$ cat config.mk
export PLATFORM = sky130hd
export DESIGN_NAME = sfd_mac
export DESIGN_NICKNAME = d
export VERILOG_FILES = /design/src/hw/rtl/sfd_pkg.sv /design/src/hw/rtl/sfd_mac.sv
export SDC_FILE = /design/constraint.sdc
export NUM_CORES = 1
export LEC_CHECK = 0
export BUFFER_PORTS_ARGS = -buffer_cell sky130_fd_sc_hd__buf_2
export CAP_MARGIN = 20
export CORE_MARGIN = 8
export CORE_UTILIZATION = 58
export CTS_BUF_LIST = sky130_fd_sc_hd__clkbuf_16
export CTS_CLUSTER_DIAMETER = 50
export DETAILED_ROUTE_END_ITERATION = 8
export GPL_ROUTABILITY_DRIVEN = 0
export PLACE_DENSITY = 0.86
export SYNTH_ARGS = -nofsm -noshare
export SYNTH_HDL_FRONTEND = slang
export SYNTH_SLANG_ARGS = --single-unit
$ cat constraint.sdc
create_clock -name clk -period 11.4 [get_ports clk]
set_input_delay 1.71 -clock clk [delete_from_list [all_inputs] [get_ports clk]]
set_output_delay 1.71 -clock clk [all_outputs]
set_load 0.01 [all_outputs]
$ cat src/hw/rtl/sfd_pkg.sv
// Shared types and constants of the stereo feedback delay.
// Holds sequencer states, product codes, register indexes and MAC control.
// No dependencies.
package sfd_pkg;

	localparam int CFG_DATA_BITS = 16;
	localparam int CFG_IDX_BITS  = 3;

	localparam logic [CFG_IDX_BITS-1:0] REG_DELAY_LEFT    = 3'd0;
	localparam logic [CFG_IDX_BITS-1:0] REG_DELAY_RIGHT   = 3'd1;
	localparam logic [CFG_IDX_BITS-1:0] REG_FEEDBACK_GAIN = 3'd2;
	localparam logic [CFG_IDX_BITS-1:0] REG_MIX_GAIN      = 3'd3;
	localparam logic [CFG_IDX_BITS-1:0] REG_LOWPASS_COEFF = 3'd4;
	localparam logic [CFG_IDX_BITS-1:0] REG_PING_PONG     = 3'd5;
	localparam logic [CFG_IDX_BITS-1:0] REG_MONO_INPUT    = 3'd6;

	localparam int SMOOTH_FRAC   = 8;
	localparam int FEEDBACK_MAX  = 31130;
	localparam int UNITY_Q15     = 32768;
	localparam int OPB_BITS      = 17;
	localparam int RND_BIAS_Q15  = 1 << 14;
	localparam int RND_BIAS_Q23  = 1 << 22;
	localparam int SHIFT_Q15     = 15;
	localparam int SHIFT_Q23     = 23;

	typedef enum logic [2:0] {
		ST_IDLE,
		ST_DIFF,
		ST_MUL,
		ST_WR,
		ST_FIN
	} sfd_state_t;

	// Product being formed; each takes two MAC steps (low half, high half).
	typedef enum logic [2:0] {
		PR_DIFF_L,
		PR_DIFF_R,
		PR_FB_L,
		PR_FB_R,
		PR_DRY_L,
		PR_WET_L,
		PR_DRY_R,
		PR_WET_R
	} sfd_prod_t;

	// Steps at which a finished accumulation is taken up.
	localparam logic [3:0] STEP_TAKE_SMOOTH_L = 4'd2;
	localparam logic [3:0] STEP_TAKE_SMOOTH_R = 4'd4;
	localparam logic [3:0] STEP_TAKE_FB_L     = 4'd6;
	localparam logic [3:0] STEP_TAKE_FB_R     = 4'd8;
	localparam logic [3:0] STEP_TAKE_MIX_L    = 4'd12;
	localparam logic [3:0] STEP_LAST          = 4'd15;

	typedef enum logic {
		RND_Q15,
		RND_Q23
	} sfd_rnd_t;

	typedef struct packed {
		logic     en;
		logic     clear;
		logic     hi;
		sfd_rnd_t rnd;
	} sfd_mac_ctl_t;

endpackage

$ cat src/hw/rtl/sfd_mac.sv
// Shared multiply-accumulate unit: multiplies one half of a wide signed operand
// by a 17-bit signed gain per step and accumulates. Depends on sfd_pkg.
module sfd_mac #(
	parameter int SAMPLE_BITS = 24
) (
	input  logic                                   clk,
	input  sfd_pkg::sfd_mac_ctl_t                  ctl,
	input  logic signed [SAMPLE_BITS+8:0]          a,
	input  logic signed [sfd_pkg::OPB_BITS-1:0]    b,
	output logic signed [SAMPLE_BITS+25:0]         acc_q
);
	import sfd_pkg::*;

	localparam int W     = SAMPLE_BITS + 9;
	localparam int HALF  = W / 2;
	localparam int PW    = HALF + 1;
	localparam int PRW   = PW + OPB_BITS;
	localparam int ACC_W = SAMPLE_BITS + 26;

	logic signed [PW-1:0]    part;
	logic signed [PRW-1:0]   prod;
	logic signed [ACC_W-1:0] prod_ext;
	logic signed [ACC_W-1:0] addend;
	logic signed [ACC_W-1:0] base;

	// Low half is unsigned, high half carries the sign.
	always_comb begin
		if (ctl.hi) begin
			part = PW'(a >>> HALF);
		end else begin
			part = $signed({1'b0, a[HALF-1:0]});
		end
	end

	assign prod     = part * b;
	assign prod_ext = ACC_W'(prod);
	assign addend   = ctl.hi ? (prod_ext <<< HALF) : prod_ext;

	// A fresh accumulation starts from the rounding bias.
	always_comb begin
		if (!ctl.clear) begin
			base = acc_q;
		end else if (ctl.rnd == RND_Q23) begin
			base = ACC_W'(RND_BIAS_Q23);
		end else begin
			base = ACC_W'(RND_BIAS_Q15);
		end
	end

	always_ff @(posedge clk) begin
		if (ctl.en) begin
			acc_q <= base + addend;
		end
	end

endmodule

# Yosys cells after proc, flatten, opt, wreduce, memory -nomap -nowiden
# Cells that the tools add are included.
# totals
ff_bits	50
in_bits	55
out_inout_bits	50
wordCells	7
# op_classes
addsub	1
multipliers	1
n_mux	4
# op_table
operator	count
$add 50x50->50	1
$mux 50	1
$mux 49	1
$mul 17x17->34	1
$mux 23	1
$mux 17	1

# Depth between registers and ports, before layout
# logic_depth
ltp_word	4
ltp_mapped	41
depth_no_buf	36

# Worst setup path after synthesis
# OpenSTA, ideal clock, no wires.
# synth_path
path_kind	input to register
from	input ctl[1] (netlist bit)
to	register acc_q[49] (data pin)
setup_time_ns	0.268
t_arrival_ns	10.645
required_ns	11.132
slack_ns	0.487
cell_stages	35
path_buffers	5
cell_sequence	clkbuf_1 > buf_1 > and2_1 > clkbuf_1 > nand2_1 > inv_1 > fa_1 > fa_1 > fa_1 > fa_1 > fa_1 > inv_1 > fa_1 > inv_1 > ha_1 > or3_1 > o221ai_1 > a21oi_1 > a22o_1 > o21a_1 > or3_1 > a21oi_2 > buf_4 > o21bai_1 > ha_1 > clkbuf_1 > nand4_1 > or3_1 > or4_1 > a31o_1 > a31oi_1 > o22ai_2 > nor2_4 > o221ai_2 > xnor3_1
# synth_between
elab_chain_len	4
# synth_lines
element	line_no	source
from (decl)	sfd_mac.sv:7	input sfd_pkg::sfd_mac_ctl_t ctl,
$mux 17	sfd_mac.sv:28	if (ctl.hi) begin
$mul 17x17->34	sfd_mac.sv:35	assign prod = part * b;
$mux 49	sfd_mac.sv:37	assign addend = ctl.hi ? (prod_ext <<< HALF) : prod_ext;
$add 50x50->50 (*)	sfd_mac.sv:52	acc_q <= base + addend;
to (signal assigned)	sfd_mac.sv:52	
to (decl)	sfd_mac.sv:10	output logic signed [SAMPLE_BITS+25:0] acc_q
# Mark *: on every way between the ends. The rest lies on a longest branch, timed or not.
# A chain may end at the register's enable or synchronous reset.

# Worst setup path in the final report
# Same ends and word-level chain as after synthesis.

==> flow_summary.toml <==
[clocking]
h-tree-depth = 2
worstSkewPairLatency_ps = 300
hold_buffers = 0
cts_tree = "done"
cts_num_sinks = 50
cts_buffer_depth = 2
cts_root_buf = "clkbuf_16"
clk_pin_slew_ps = 70
cts_buffers = 5

[sta]
relSlewSlack_pct = 50.1
finalHoldViolations = 0
finClkSkew_ps = 7.20
worst_pin_slew_ps = 746
fmax_mhz = 91.1
setup_violations = 0
min_period_ps = 10980
finalCritPeriodShare_pct = 96.3
slew_viol_final = 0
rsz0062_at_grt = "false"
tns_ps = 0

[die]
io_pins = 105
num_rows = 60
start_util_pct = 59.1
die_x_um = 182
die_area_um2 = 33000
core_um2 = 27000
die_h_um = 182

[logic_synthesis]
ys_async_sr_fraction_pct = 0
ys_seq_area_share_pct = 9.42
synthCells = 1744
ys_types = 65
synth-seq-cells = 50
syn_area_um2 = 15900
avgSynthCellArea_um2 = 9.14
synth_edf_count = 50
synth_ff_type = "edfxtp_1"
syn-num-nets = 2230
yosys_warnings = 0

[routing]
wl_met2_um = 18600
met3_length_um = 3610
dr.first_iter.drc_count = 1052
drc = 0
vias_per_cell = 5.80
dr.pass1.iters = 6
routed.top_layer = "met4"
num_vias = 12400
wl_met1_um = 16300
routed_wirelength_um = 39500
ant_nets = 0
wl_per_cell_um = 18.4

[layout]
drive_gt1_share_pct = 9.10
fin_nets = 2288
largest_reg_flops = 50
syn2layout_area_growth_pct = 6.14
diodes = 0
largest_register = "acc_q"
reg_top3 = "acc_q x50"

[setup_path]
end_kind = "register"
cp-start-kind = "primary input"
path_class = "in2reg"
worstPathMaxFanout = 17
max_stage_delay_ps = 560
crit_arrival_ps = 11020
cp.required_ps = 11440
crit_top_cell = "fa_1"
critPathSlowestCell = "fa_1"

[place]
portBuffers = 104
dp_hpwl_um = 33300

[outcome]
outcome = "completed"

[global_route]
grt_use_total_pct = 24.9
grt_pass1_wl_um = 67500
grt_antenna_before_repair = 0
grt_max_degree = 51
grt_pass1_vias = 13300
grt_overflow = 0

[worst_hold_path]
min_path_type = "reg2reg"

[run]
drv_cap = 0
[area by class of cell]
type | instances | area, µm²
Clock buffer | 5 | 125
Clock inverter | 3 | 43.8
Fill cell | 2163 | 10000
Inverter | 321 | 1200
Multi-Input combinational cell | 1308 | 13000
Sequential cell | 50 | 1500
Tap cell | 341 | 427
Timing Repair Buffer | 116 | 626
[cell families (layout without fill, tap and decap cells)]
logic type,count (synthesis),count (layout),synth area share (%)
AO/OA/AOI/OAI,251,251,10.4
XOR/XNOR,81,81,4.54
adder cells (fa/ha/maj),431,431,47.8
buffers and inverters,386,445,9.13
flip-flops,50,50,9.42
multiplexers,29,29,2.03
AND/OR/NAND/NOR,516,516,16.7
[worst max-delay path: cells and delay by family]
family	cells	cell delay, ps
compound gates	9	2050
buf+inv	5	490
xor+xnor	2	530
mux	2	820
simple gates	8	1720
fa+ha+maj	8	3680
[layer usage]
| layer | track usage [%] | vias to the layer above |
|---|---|---|
| li1 | - | 5589 |
| met1 | 33.5 | 6095 |
| met2 | 40.8 | 669 |
| met3 | 4.47 | 86 |
| met4 | 6.63 | 0 |
| met5 | 0 | - |
[cell usage in the layout (no fill, tap or decap), drive strengths merged, types with 4 or more instances in the layout]
cell    netlist  routed
nor3          5       5
a21o         55      55
nand2       180     180
a31oi         7       7
and2        143     143
inv         321     322
xor2         23      23
nor2         52      52
o21bai       12      12
nand3        15      15
nand4         4       4
a211oi        9       9
a21oi        75      75
fa          297     297
o21a         11      11
nand2b       16      16
edfxtp       50      50
mux2         27      27
and3         16      16
ha          134     134
xnor2        57      57
clkbuf       59       6
o21ai        41      41
buf           6     115
or3           6       6
nor2b        71      71
[worst paths after layout]
check                               from   endpoint  slack (ps)  cells past startpoint
worst max-delay path              ctl[1]  acc_q[49]         420                     34
worst min-delay path            acc_q[0]   acc_q[0]         720                      2
worst max register to register  acc_q[0]  acc_q[46]        7770                     14
worst min register to register  acc_q[0]   acc_q[0]         720                      2
[synth_stat cells, types with 15 or more instances]
cell type	number	area [µm²]
inv_1	321	1200
fa_1	297	5950
nand2_1	180	676
and2_1	143	895
ha_1	134	1680
a21oi_1	73	365
nor2b_1	71	444
clkbuf_1	58	218
xnor2_1	57	499
a21o_1	55	413
nor2_1	51	191
edfxtp_1	50	1500
o21ai_0	40	200
mux2_2	27	304
xor2_1	23	201
nand2b_1	16	100
and3_1	15	93.8
[metrics by stage]
step	cell area [µm²]	hold WS, ps	setup WS (ps)	util, %	cells
global route	16900	750	58.4	62.8	2144
detailed placement	16700	713	87.1	62.0	2133
CTS	16900	730	317	62.6	2141
global placement	16700	689	242	62.0	2133
finish	16900	721	424	62.8	2144
floorplan	15900	744	487	-	1744
[timing repair]
action	in CTS	in global routing
buffers inserted	0	2
setup endpoints to repair	0	2
gates resized for setup	0	3
Power is not shown: default switching activity piles up to over one toggle a cycle in this logic, so the estimate is an artifact.
